==> src/design/tasp_pkg.sv <==
package tasp_pkg;

  localparam int ANGLE_FRAC_BITS = 12;
  localparam int ANGLE_WIDTH     = 24;
  localparam int COUNT_WIDTH     = 32;
  localparam int SPD_WIDTH       = 23;
  localparam int CMD_WIDTH       = 2;
  localparam int MAG_WIDTH       = ANGLE_WIDTH + 1;
  // 1e6 * maxdiff fits in MAG_WIDTH + 20 bits
  localparam int NUM_WIDTH       = MAG_WIDTH + 20;
  localparam int PROD_WIDTH      = MAG_WIDTH + 32;
  localparam int DIV_CNT_WIDTH   = 7;
  localparam int IN_DATA_WIDTH   = 80;
  localparam int OUT_DATA_WIDTH  = 48;
  localparam int OUT_USER_WIDTH  = 16;
  localparam int PADDR_WIDTH     = 4;

  typedef enum logic [CMD_WIDTH-1:0] {
    CMD_TICK = 2'd0,
    CMD_MOVE = 2'd1,
    CMD_SETP = 2'd2,
    CMD_BAD  = 2'd3
  } cmd_t;

  localparam logic [PADDR_WIDTH-1:0] REG_SPD_ADDR = 4'h0;
  localparam logic [PADDR_WIDTH-1:0] REG_PEN_ADDR = 4'h4;
  localparam logic [PADDR_WIDTH-1:0] REG_YEN_ADDR = 4'h8;

  typedef enum logic [2:0] {
    ST_IDLE,
    ST_MUL_P,
    ST_MUL_Y,
    ST_DIV_S,
    ST_DIV_C,
    ST_OUT
  } state_t;

  typedef enum logic [3:0] {
    OP_NONE,
    OP_TICK,
    OP_SETP,
    OP_REJECT,
    OP_MUL_P,
    OP_MUL_Y,
    OP_LOAD_DIV_S,
    OP_LOAD_DIV_C,
    OP_FINISH_MOVE
  } op_t;

  typedef struct packed {
    op_t  op;
    logic div_step;
    logic out_load;
  } ctrl_t;

  typedef struct packed {
    logic div_done;
    logic mc_zero;
    logic moving;
  } status_t;

endpackage

==> src/design/two_axis_step_pulse_mover_unit.sv <==
// channel  dir  handshake               payload
// in       in   in_tvalid/in_tready     tdata: cmd, target_pitch, target_yaw, speed
// out      out  out_tvalid/out_tready   tdata: positions; tuser: flags
// cfg      in   APB psel/penable/pwrite steps_per_degree, pitch_enable, yaw_enable
// A tick, set-position or rejected command shows its result the cycle after acceptance.
// A move shows its result after the pitch and yaw multiply states and two restoring
// divisions (1e6*diff/speed, then /count); the second is skipped when no steps are due.
// One item is in work at a time; in_tready is low until its result is taken.
// rst_n is synchronous; positions, counters, moving and directions clear to zero.
module two_axis_step_pulse_mover_unit (
  input  logic                                 clk,
  input  logic                                 rst_n,
  input  logic                                 in_tvalid,
  output logic                                 in_tready,
  // cmd[1:0], target_pitch[25:2], target_yaw[49:26], speed[72:50], zero padding
  input  logic [tasp_pkg::IN_DATA_WIDTH-1:0]   in_tdata,
  output logic                                 out_tvalid,
  input  logic                                 out_tready,
  // pitch_position, yaw_position
  output logic [tasp_pkg::OUT_DATA_WIDTH-1:0]  out_tdata,
  // step_pitch, step_yaw, dir_left_reverse, dir_right_reverse, dir_yaw_reverse,
  // pitch_enable_n, yaw_enable_n, busy_res, rejected, zero padding
  output logic [tasp_pkg::OUT_USER_WIDTH-1:0]  out_tuser,
  input  logic                                 cfg_psel,
  input  logic                                 cfg_penable,
  input  logic                                 cfg_pwrite,
  input  logic [tasp_pkg::PADDR_WIDTH-1:0]     cfg_paddr,
  input  logic [31:0]                          cfg_pwdata,
  output logic [31:0]                          cfg_prdata,
  output logic                                 cfg_pready
);
  import tasp_pkg::*;

  logic [31:0] spd_deg_r;
  logic pen_r, yen_r;
  ctrl_t ctrl;
  status_t status;
  logic in_fire, out_fire, step_p, step_y, rej;
  logic [2:0] dirs;
  logic signed [ANGLE_WIDTH-1:0] pos_p, pos_y;
  cmd_t cmd;

  assign cfg_pready = 1'b1;
  assign in_fire  = in_tvalid && in_tready;
  assign out_fire = out_tvalid && out_tready;
  assign cmd = cmd_t'(in_tdata[1:0]);

  always_ff @(posedge clk) begin
    if (!rst_n) begin
      spd_deg_r <= 32'd582542; pen_r <= 1'b0; yen_r <= 1'b0;
    end else if (cfg_psel && cfg_penable && cfg_pwrite) begin
      if (cfg_paddr == REG_SPD_ADDR) spd_deg_r <= cfg_pwdata;
      if (cfg_paddr == REG_PEN_ADDR) pen_r <= cfg_pwdata[0];
      if (cfg_paddr == REG_YEN_ADDR) yen_r <= cfg_pwdata[0];
    end
  end

  always_comb begin
    cfg_prdata = '0;
    if (cfg_paddr == REG_SPD_ADDR) cfg_prdata = spd_deg_r;
    else if (cfg_paddr == REG_PEN_ADDR) cfg_prdata = {31'd0, pen_r};
    else if (cfg_paddr == REG_YEN_ADDR) cfg_prdata = {31'd0, yen_r};
  end

  tasp_ctrl u_ctrl (
    .clk(clk), .rst_n(rst_n), .in_fire(in_fire), .cmd(cmd),
    .spd_zero(in_tdata[72:50] == '0), .out_fire(out_fire), .status(status),
    .ctrl(ctrl), .in_ready(in_tready), .out_valid(out_tvalid)
  );

  // input fields are held stable by the handshake only at accept; latch them
  logic signed [ANGLE_WIDTH-1:0] tp_r, ty_r;
  logic [SPD_WIDTH-1:0] sp_r;
  always_ff @(posedge clk) begin
    if (in_fire) begin
      tp_r <= in_tdata[25:2]; ty_r <= in_tdata[49:26]; sp_r <= in_tdata[72:50];
    end
  end

  tasp_dp u_dp (
    .clk(clk), .rst_n(rst_n), .ctrl(ctrl),
    .tgt_p(in_fire ? $signed(in_tdata[25:2]) : tp_r),
    .tgt_y(in_fire ? $signed(in_tdata[49:26]) : ty_r),
    .spd(sp_r), .steps_per_degree(spd_deg_r), .status(status),
    .step_p(step_p), .step_y(step_y), .dirs(dirs), .rej(rej),
    .pos_p(pos_p), .pos_y(pos_y)
  );

  assign out_tdata = {pos_y, pos_p};
  assign out_tuser = {7'd0, rej, status.moving, ~yen_r, ~pen_r, dirs, step_y, step_p};

endmodule

==> src/design/tasp_ctrl.sv <==
module tasp_ctrl (
  input  logic              clk,
  input  logic              rst_n,
  input  logic              in_fire,
  input  tasp_pkg::cmd_t    cmd,
  input  logic              spd_zero,
  input  logic              out_fire,
  input  tasp_pkg::status_t status,
  output tasp_pkg::ctrl_t   ctrl,
  output logic              in_ready,
  output logic              out_valid
);
  import tasp_pkg::*;

  state_t state_r, state_nxt;

  always_ff @(posedge clk) begin
    if (!rst_n) begin
      state_r <= ST_IDLE;
    end else begin
      state_r <= state_nxt;
    end
  end

  always_comb begin
    state_nxt = state_r;
    unique case (state_r)
      ST_IDLE: begin
        if (in_fire) begin
          if (cmd == CMD_MOVE && !status.moving && !spd_zero) begin
            state_nxt = ST_MUL_P;
          end else begin
            state_nxt = ST_OUT;
          end
        end
      end
      ST_MUL_P: state_nxt = ST_MUL_Y;
      ST_MUL_Y: state_nxt = ST_DIV_S;
      ST_DIV_S: begin
        if (status.div_done) begin
          state_nxt = status.mc_zero ? ST_OUT : ST_DIV_C;
        end
      end
      ST_DIV_C: begin
        if (status.div_done) begin
          state_nxt = ST_OUT;
        end
      end
      ST_OUT: begin
        if (out_fire) begin
          state_nxt = ST_IDLE;
        end
      end
      default: state_nxt = ST_IDLE;
    endcase
  end

  always_comb begin
    ctrl      = '{op: OP_NONE, div_step: 1'b0, out_load: 1'b0};
    in_ready  = 1'b0;
    out_valid = 1'b0;
    unique case (state_r)
      ST_IDLE: begin
        in_ready = 1'b1;
        if (in_fire) begin
          ctrl.out_load = 1'b1;
          priority case (1'b1)
            cmd == CMD_TICK: ctrl.op = OP_TICK;
            cmd == CMD_MOVE && !status.moving && !spd_zero: ctrl.op = OP_NONE;
            cmd == CMD_SETP && !status.moving: ctrl.op = OP_SETP;
            default: ctrl.op = OP_REJECT;
          endcase
          if (cmd == CMD_MOVE && !status.moving && !spd_zero) begin
            ctrl.out_load = 1'b0;
          end
        end
      end
      ST_MUL_P: ctrl.op = OP_MUL_P;
      ST_MUL_Y: ctrl.op = OP_MUL_Y;
      ST_DIV_S: begin
        ctrl.div_step = 1'b1;
        if (status.div_done) begin
          ctrl.op = status.mc_zero ? OP_FINISH_MOVE : OP_LOAD_DIV_C;
          ctrl.out_load = status.mc_zero;
        end
      end
      ST_DIV_C: begin
        ctrl.div_step = 1'b1;
        if (status.div_done) begin
          ctrl.op = OP_FINISH_MOVE;
          ctrl.out_load = 1'b1;
        end
      end
      ST_OUT: out_valid = 1'b1;
      default: ;
    endcase
  end

`ifndef ASSERT_OFF
  a_no_ready_busy: assert property (@(posedge clk) disable iff (!rst_n)
    (state_r != ST_IDLE) |-> !in_ready) else $error("ready while working");
  a_out_after_load: assert property (@(posedge clk) disable iff (!rst_n)
    ctrl.out_load |=> out_valid) else $error("result not shown after load");
  a_div_only_move: assert property (@(posedge clk) disable iff (!rst_n)
    ctrl.div_step |-> (state_r == ST_DIV_S || state_r == ST_DIV_C))
    else $error("divider stepped outside move");
`endif

endmodule

==> src/design/tasp_dp.sv <==
module tasp_dp (
  input  logic                                   clk,
  input  logic                                   rst_n,
  input  tasp_pkg::ctrl_t                        ctrl,
  input  logic signed [tasp_pkg::ANGLE_WIDTH-1:0] tgt_p,
  input  logic signed [tasp_pkg::ANGLE_WIDTH-1:0] tgt_y,
  input  logic [tasp_pkg::SPD_WIDTH-1:0]          spd,
  input  logic [31:0]                            steps_per_degree,
  output tasp_pkg::status_t                      status,
  output logic                                   step_p,
  output logic                                   step_y,
  output logic [2:0]                             dirs,
  output logic                                   rej,
  output logic signed [tasp_pkg::ANGLE_WIDTH-1:0] pos_p,
  output logic signed [tasp_pkg::ANGLE_WIDTH-1:0] pos_y
);
  import tasp_pkg::*;

  logic signed [ANGLE_WIDTH-1:0] pang_r, pang_nxt, yang_r, yang_nxt;
  logic signed [ANGLE_WIDTH-1:0] pgoal_r, pgoal_nxt, ygoal_r, ygoal_nxt;
  logic [COUNT_WIDTH-1:0] pcnt_r, pcnt_nxt, ycnt_r, ycnt_nxt;
  logic [31:0] iter_r, iter_nxt, per_r, per_nxt, wait_r, wait_nxt;
  logic moving_r, moving_nxt;
  logic [2:0] dirs_r, dirs_nxt;
  logic signed [MAG_WIDTH-1:0] dp_r, dp_nxt, dy_r, dy_nxt;
  logic [MAG_WIDTH-1:0] mp, my, md, mag_sel;
  logic [PROD_WIDTH-1:0] prod;
  logic [PROD_WIDTH-ANGLE_FRAC_BITS-17:0] cfull;
  logic [COUNT_WIDTH-1:0] csat, mc;
  logic [NUM_WIDTH-1:0] quo_r, quo_nxt, rem_r, rem_nxt;
  logic [NUM_WIDTH:0] rem_sh;
  logic [NUM_WIDTH-1:0] dvs_r, dvs_nxt;
  logic [DIV_CNT_WIDTH-1:0] dcnt_r, dcnt_nxt;
  logic step_p_r, step_p_nxt, step_y_r, step_y_nxt, rej_r, rej_nxt;
  logic [31:0] wait_after, iter_after;
  logic [NUM_WIDTH-1:0] pclamp;
  logic sp, sy;

  assign mp = dp_r[MAG_WIDTH-1] ? MAG_WIDTH'(-dp_r) : MAG_WIDTH'(dp_r);
  assign my = dy_r[MAG_WIDTH-1] ? MAG_WIDTH'(-dy_r) : MAG_WIDTH'(dy_r);
  assign md = (mp > my) ? mp : my;
  assign mc = (pcnt_r > ycnt_r) ? pcnt_r : ycnt_r;
  assign mag_sel = (ctrl.op == OP_MUL_P) ? mp : my;
  // Q16.16 product then drop fraction bits; the hi/lo split of the scale gives the same floor
  assign prod = PROD_WIDTH'(mag_sel) * PROD_WIDTH'(steps_per_degree);
  assign cfull = prod[PROD_WIDTH-1:ANGLE_FRAC_BITS+16];
  assign csat = (cfull > (PROD_WIDTH-ANGLE_FRAC_BITS-16)'({COUNT_WIDTH{1'b1}}))
                ? {COUNT_WIDTH{1'b1}} : COUNT_WIDTH'(cfull);
  assign rem_sh = {rem_r, quo_r[NUM_WIDTH-1]};
  assign pclamp = (quo_r == '0) ? NUM_WIDTH'(1)
                : (quo_r > NUM_WIDTH'(32'hFFFF_FFFF)) ? NUM_WIDTH'(32'hFFFF_FFFF) : quo_r;

  always_ff @(posedge clk) begin
    if (!rst_n) begin
      pang_r <= '0; yang_r <= '0; pgoal_r <= '0; ygoal_r <= '0;
      pcnt_r <= '0; ycnt_r <= '0; iter_r <= '0; per_r <= '0; wait_r <= '0;
      moving_r <= 1'b0; dirs_r <= '0;
    end else begin
      pang_r <= pang_nxt; yang_r <= yang_nxt; pgoal_r <= pgoal_nxt; ygoal_r <= ygoal_nxt;
      pcnt_r <= pcnt_nxt; ycnt_r <= ycnt_nxt; iter_r <= iter_nxt; per_r <= per_nxt;
      wait_r <= wait_nxt; moving_r <= moving_nxt; dirs_r <= dirs_nxt;
    end
  end

  always_ff @(posedge clk) begin
    dp_r <= dp_nxt; dy_r <= dy_nxt; quo_r <= quo_nxt; rem_r <= rem_nxt;
    dvs_r <= dvs_nxt; dcnt_r <= dcnt_nxt;
    step_p_r <= step_p_nxt; step_y_r <= step_y_nxt; rej_r <= rej_nxt;
  end

  always_comb begin
    sp = 1'b0; sy = 1'b0;
    iter_after = iter_r; wait_after = wait_r;
    if (wait_r == '0) begin
      sp = COUNT_WIDTH'(iter_r) < pcnt_r;
      sy = COUNT_WIDTH'(iter_r) < ycnt_r;
      iter_after = iter_r + 32'd1;
      wait_after = per_r - 32'd1;
    end else begin
      wait_after = wait_r - 32'd1;
    end
  end

  always_comb begin
    pang_nxt = pang_r; yang_nxt = yang_r; pgoal_nxt = pgoal_r; ygoal_nxt = ygoal_r;
    pcnt_nxt = pcnt_r; ycnt_nxt = ycnt_r; iter_nxt = iter_r; per_nxt = per_r;
    wait_nxt = wait_r; moving_nxt = moving_r; dirs_nxt = dirs_r;
    dp_nxt = dp_r; dy_nxt = dy_r; quo_nxt = quo_r; rem_nxt = rem_r;
    dvs_nxt = dvs_r; dcnt_nxt = dcnt_r;
    step_p_nxt = step_p_r; step_y_nxt = step_y_r; rej_nxt = rej_r;
    if (ctrl.out_load) begin
      step_p_nxt = 1'b0; step_y_nxt = 1'b0; rej_nxt = 1'b0;
    end
    unique case (ctrl.op)
      OP_TICK: begin
        if (moving_r) begin
          step_p_nxt = sp; step_y_nxt = sy;
          iter_nxt = iter_after; wait_nxt = wait_after;
          if (wait_after == '0 && COUNT_WIDTH'(iter_after) >= pcnt_r
              && COUNT_WIDTH'(iter_after) >= ycnt_r) begin
            if (pcnt_r != '0) pang_nxt = pgoal_r;
            if (ycnt_r != '0) yang_nxt = ygoal_r;
            moving_nxt = 1'b0;
          end
        end
      end
      OP_SETP: begin
        pang_nxt = tgt_p; yang_nxt = tgt_y;
      end
      OP_REJECT: rej_nxt = 1'b1;
      OP_NONE: begin
        // latch differences on any cycle with no other op, which covers a move's accept
        dp_nxt = MAG_WIDTH'(tgt_p) - MAG_WIDTH'(pang_r);
        dy_nxt = MAG_WIDTH'(tgt_y) - MAG_WIDTH'(yang_r);
      end
      OP_MUL_P: pcnt_nxt = csat;
      OP_MUL_Y: begin
        ycnt_nxt = csat;
        pgoal_nxt = tgt_p; ygoal_nxt = tgt_y;
        iter_nxt = '0; wait_nxt = '0;
        quo_nxt = NUM_WIDTH'(md) * NUM_WIDTH'(20'd1000000);
        rem_nxt = '0;
        dvs_nxt = NUM_WIDTH'(spd);
        dcnt_nxt = '0;
      end
      OP_LOAD_DIV_C: begin
        rem_nxt = '0;
        dvs_nxt = NUM_WIDTH'(mc);
        dcnt_nxt = '0;
      end
      OP_FINISH_MOVE: begin
        dirs_nxt[0] = !(pcnt_r != '0 && !dp_r[MAG_WIDTH-1] && dp_r != '0);
        dirs_nxt[1] = pcnt_r != '0 && !dp_r[MAG_WIDTH-1] && dp_r != '0;
        dirs_nxt[2] = ycnt_r != '0 && dy_r[MAG_WIDTH-1];
        if (!status.mc_zero) begin
          per_nxt = pclamp[31:0];
          moving_nxt = 1'b1;
        end
      end
      default: ;
    endcase
    // restoring division, one quotient bit a cycle
    if (ctrl.div_step && !status.div_done) begin
      if (rem_sh >= {1'b0, dvs_r}) begin
        rem_nxt = NUM_WIDTH'(rem_sh - {1'b0, dvs_r});
        quo_nxt = {quo_r[NUM_WIDTH-2:0], 1'b1};
      end else begin
        rem_nxt = rem_sh[NUM_WIDTH-1:0];
        quo_nxt = {quo_r[NUM_WIDTH-2:0], 1'b0};
      end
      dcnt_nxt = dcnt_r + DIV_CNT_WIDTH'(1);
    end
  end

  assign status.div_done = (dcnt_r == DIV_CNT_WIDTH'(NUM_WIDTH));
  assign status.mc_zero  = (mc == '0);
  assign status.moving   = moving_r;
  assign step_p = step_p_r;
  assign step_y = step_y_r;
  assign dirs   = dirs_r;
  assign rej    = rej_r;
  assign pos_p  = pang_r;
  assign pos_y  = yang_r;

`ifndef ASSERT_OFF
  a_period_nonzero: assert property (@(posedge clk) disable iff (!rst_n)
    moving_r |-> (per_r != '0)) else $error("zero period while moving");
  a_step_needs_move: assert property (@(posedge clk) disable iff (!rst_n)
    (ctrl.op == OP_TICK && !moving_r) |=> (!step_p_r && !step_y_r))
    else $error("step while idle");
  a_dir_excl: assert property (@(posedge clk) disable iff (!rst_n)
    dirs_r[0] != dirs_r[1] || (dirs_r[1:0] == 2'b00 && !moving_r))
    else $error("pitch directions not exclusive");
`endif

endmodule

==> config.mk <==
export PLATFORM = sky130hd
export DESIGN_NAME = two_axis_step_pulse_mover_unit
export DESIGN_NICKNAME = d
export VERILOG_FILES = /design/src/design/tasp_pkg.sv /design/src/design/two_axis_step_pulse_mover_unit.sv /design/src/design/tasp_ctrl.sv /design/src/design/tasp_dp.sv
export SDC_FILE = /design/constraint.sdc
export NUM_CORES = 2
export LEC_CHECK = 0
export BUFFER_PORTS_ARGS = -buffer_cell sky130_fd_sc_hd__buf_2
export CORE_UTILIZATION = 54
export CTS_BUF_LIST = sky130_fd_sc_hd__clkbuf_4
export DETAILED_ROUTE_END_ITERATION = 16
export PLACE_DENSITY = 0.71
export SLEW_MARGIN = 20
export SYNTH_ARGS = -nofsm -noshare
export SYNTH_HDL_FRONTEND = slang
export SYNTH_SLANG_ARGS = --single-unit
==> constraint.sdc <==
create_clock -name clk -period 33.5 [get_ports clk]
set_input_delay 1.675 -clock clk [delete_from_list [all_inputs] [get_ports clk]]
set_output_delay 1.675 -clock clk [all_outputs]
set_load 0.05 [all_outputs]
==> metrics.txt <==
# TYPE chip_impl_metric gauge
chip_impl_metric{name="finalWirelength",unit="mm"} 174
chip_impl_metric{name="initial_core_util",unit=""} 0.544
chip_impl_metric{name="count_of_flip_flops_with_a_built_in_enable_after_synthesis",unit=""} 200
chip_impl_info{name="synthTopCellsByArea",value="sky130_fd_sc_hd__fa_1, sky130_fd_sc_hd__ha_1, sky130_fd_sc_hd__dfxtp_1"} 1
chip_impl_metric{name="final_critical_path_setup_slack",unit="ps"} 21060
chip_impl_metric{name="ioPinCount",unit=""} 222
chip_impl_metric{name="clock.fmax",unit="MHz"} 80.4
chip_impl_info{name="hold_class",value="reg -> reg"} 1
chip_impl_metric{name="grt_max_degree",unit=""} 233
chip_impl_info{name="synth.top_cells.by_count",value="sky130_fd_sc_hd__inv_1, sky130_fd_sc_hd__nand2_1, sky130_fd_sc_hd__fa_1"} 1
chip_impl_metric{name="wp_data_arrival",unit="ps"} 13270
chip_impl_metric{name="syn_area_per_cell",unit="um^2"} 8.75
chip_impl_metric{name="synth-seq-cells",unit=""} 544
chip_impl_info{name="outcome",value="finished, final reports clean"} 1
chip_impl_metric{name="synthToLayoutAreaGrowth",unit="%"} 6.85
chip_impl_info{name="timing.critical_path.to",value="u_dp.quo_r[44]"} 1
chip_impl_metric{name="cts_buffers",unit=""} 151
chip_impl_metric{name="number_of_buffers_added_on_ports",unit=""} 206
chip_impl_metric{name="rows",unit=""} 126
chip_impl_info{name="clk_root_buffer_cell",value="sky130_fd_sc_hd__clkbuf_4"} 1
chip_impl_metric{name="detail-route-antenna-nets",unit=""} 0
chip_impl_metric{name="grt_antenna_before_repair",unit=""} 4
chip_impl_metric{name="detailedPlacementHpwl",unit="mm"} 126
chip_impl_metric{name="yosysUniqueCellTypes",unit=""} 91
chip_impl_metric{name="detail_route.first_pass.iterations",unit=""} 6
chip_impl_info{name="startpoint_type",value="register"} 1
chip_impl_metric{name="synth_largest_type_area_fraction",unit=""} 0.246
chip_impl_metric{name="globalRouteTotalUtil",unit=""} 0.294
chip_impl_metric{name="area_of_combinational_cells_with_multiple_inputs",unit="um^2"} 45900
chip_impl_metric{name="preCtsSetupSlack",unit="ps"} 21170
chip_impl_metric{name="cts_resized",unit=""} 0
chip_impl_metric{name="cts_sinks",unit=""} 544
chip_impl_info{name="regToRegStartpoint",value="u_dp.dp_r[4]"} 1
chip_impl_info{name="worst-setup-path-type",value="reg -> reg"} 1
chip_impl_metric{name="grt-ovfl-total",unit=""} 0
chip_impl_info{name="worst_setup_path_end_kind",value="register"} 1
chip_impl_metric{name="die_w",unit="um"} 347
chip_impl_metric{name="synth.yosys.seq_area_share",unit=""} 0.201
chip_impl_metric{name="setup_violations",unit=""} 0
chip_impl_metric{name="setup_tns",unit="ps"} 0
chip_impl_info{name="cts_tree",value="built"} 1
chip_impl_metric{name="critical_path.max_fanout",unit=""} 19
chip_impl_info{name="yosys.cell_count.top_type",value="sky130_fd_sc_hd__inv_1"} 1
chip_impl_metric{name="ctsLongestPathBuffers",unit=""} 3
chip_impl_metric{name="cts.hold.buffers_added",unit=""} 0
chip_impl_metric{name="clk_pin_slew_worst_paths",unit="ps"} 70
chip_impl_metric{name="detailroute.via_count",unit=""} 52200
chip_impl_metric{name="post_synth_inst_count",unit=""} 7348
chip_impl_metric{name="syn_area",unit="um^2"} 64300
chip_impl_metric{name="final-max-slew-violation-count",unit=""} 0
chip_impl_metric{name="clock-skew-final",unit="ps"} 84.7
chip_impl_info{name="setup.worst_path.start",value="u_dp.dp_r[4]"} 1
chip_impl_metric{name="clock_insertion_delay_at_the_later_pin_of_the_skew_report",unit="ps"} 1160
chip_impl_metric{name="die_area",unit="um^2"} 120000
chip_impl_info{name="worstReg2RegEnd",value="u_dp.quo_r[44]"} 1
chip_impl_metric{name="slew-limit-headroom",unit=""} 0.202
chip_impl_info{name="synth-main-ff-cell",value="sky130_fd_sc_hd__dfxtp_1"} 1
chip_impl_metric{name="drt_iter0_markers",unit=""} 3763
chip_impl_metric{name="yosys_warnings",unit=""} 0
chip_impl_metric{name="synth-async-reset-ratio",unit=""} 0
chip_impl_metric{name="worst_reg_to_reg_path_cell_count",unit=""} 39
chip_impl_metric{name="register_area",unit="um^2"} 12900
chip_impl_metric{name="layout-drive-gt1-share",unit=""} 0.0884
chip_impl_metric{name="timing.final.crit_period",unit="ps"} 12440
chip_impl_info{name="grt_setup_unrepaired",value="false"} 1
chip_impl_metric{name="post-route-period-util",unit=""} 0.371
chip_impl_metric{name="place.gp.congestion",unit=""} 0.904
chip_impl_metric{name="cts_htree_levels",unit=""} 4
chip_impl_metric{name="drc_viols",unit=""} 0
chip_impl_metric{name="regToRegSetupSlack",unit="ps"} 21060
chip_impl_metric{name="via_count_of_the_first_global_routing_pass",unit=""} 53200
chip_impl_info{name="synth_top_area_cell",value="sky130_fd_sc_hd__fa_1"} 1
chip_impl_metric{name="grt_first_pass_wirelength",unit="mm"} 282
chip_impl_info{name="cpMaxStageDelayCell",value="sky130_fd_sc_hd__mux2i_1"} 1
chip_impl_metric{name="nFillCells",unit=""} 10500
chip_impl_metric{name="floorplan.die.height",unit="um"} 347
chip_impl_metric{name="cts.repair_timing.setup_buffer_count",unit=""} 0
chip_impl_metric{name="worstMarginPinSlew",unit="ps"} 1200
chip_impl_metric{name="detail_route.vias_per_cell",unit=""} 5.75
chip_impl_metric{name="final_nets",unit=""} 8938
chip_impl_metric{name="wl_per_cell",unit="um"} 19.2
chip_impl_metric{name="coreArea",unit="um^2"} 118000
chip_impl_metric{name="final-hold-violation-count",unit=""} 0
chip_impl_metric{name="timing.max_cap.violations",unit=""} 0
chip_impl_metric{name="worst_ep_required_time",unit="ps"} 34330
chip_impl_metric{name="cpPeakStageDelay",unit="ps"} 650
-- cell families (layout without fill, tap and decap cells) --
group | Yosys count | after routing | share of synthesized area
AO/OA/AOI/OAI | 1105 | 1105 | 0.116
XOR/XNOR | 237 | 237 | 0.0323
adder cells (fa/ha/maj) | 1379 | 1379 | 0.361
buffers and inverters | 1520 | 1707 | 0.0906
flip-flops | 544 | 544 | 0.201
multiplexers | 114 | 114 | 0.0179
other | 2 | 18 | 0.000117
AND/OR/NAND/NOR | 2447 | 2447 | 0.182
-- worst max-delay path: cells and delay by family, from the launching register on --
kind	cells	cell delay [ps]
adder cells (fa/ha/maj)	8	3580
AND/OR/NAND/NOR	12	3490
AO/OA/AOI/OAI	10	2480
buffers and inverters	6	890
multiplexers	1	650
XOR/XNOR	2	620
flip-flops	1	450
-- layout make-up --
type                       count  area share
antenna                       10    0.000364
clock buffer                 211      0.0231
clock inverter                47     0.00448
inverter                    1154      0.0631
multi-input combinational   5290       0.668
sequential                   544       0.188
tap                         1536      0.0280
timing repair buffer         295      0.0250
-- stage by stage --
step | cells | hold slack, ps | util | instance area [um^2]
detailed placement | 8819 | 446 | 0.565 | 66800
global placement | 8819 | 442 | 0.565 | 66800
CTS | 9077 | 456 | 0.581 | 68700
global route | 9085 | 474 | 0.582 | 68700
floorplan | 7354 | 432 | - | 64300
finish | 9087 | 457 | 0.582 | 68700
-- registers in the layout, summed over array words and instances (netlist names), 25 cells and up --
name / cells
u_dp.dy_r: 25
spd_deg_r: 32
u_dp.quo_r: 45
u_dp.dvs_r: 30
u_dp.per_r: 32
u_dp.wait_r: 32
u_dp.dp_r: 25
u_dp.iter_r: 32
u_dp.rem_r: 45
u_dp.ycnt_r: 30
u_dp.pcnt_r: 30
-- routing by layer --
layer	track usage	vias to the layer above	share of wire
li1	-	24200	-
met1	0.389	25800	0.42
met2	0.488	1894	0.47
met3	0.0400	384	0.074
met4	0.117	0	0.035
met5	0	-	0
-- worst min path at each step --
stage	start	end	slack, ps	cells after the start
after global routing	u_dp.ycnt_r[13]	u_dp.ycnt_r[13]	470	2
after global placement	u_dp.rej	u_dp.rej	440	2
after CTS	u_dp.ycnt_r[13]	u_dp.ycnt_r[13]	460	2
final	u_dp.ycnt_r[13]	u_dp.ycnt_r[13]	460	2
after floorplan	u_dp.rej	u_dp.rej	430	2
after detailed placement	u_dp.ycnt_r[13]	u_dp.ycnt_r[13]	450	2
-- cell usage in the layout (no fill, tap or decap), drive strengths merged, types with 67 or more instances in the layout --
cell       n
inv     1159
nand2    859
fa       789
ha       590
nor2     550
and2     433
a21oi    347
dfxtp    344
buf      295
clkbuf   211
edfxtp   200
o21ai    179
nand3    153
xor2     120
xnor2    117
a21o     111
a211oi   110
mux2i    107
nor3      84
o31ai     73
nor2b     67
Power is left out: the tool's default activity adds up to more than one toggle a clock period on the data nets, which glitch-free logic cannot reach.
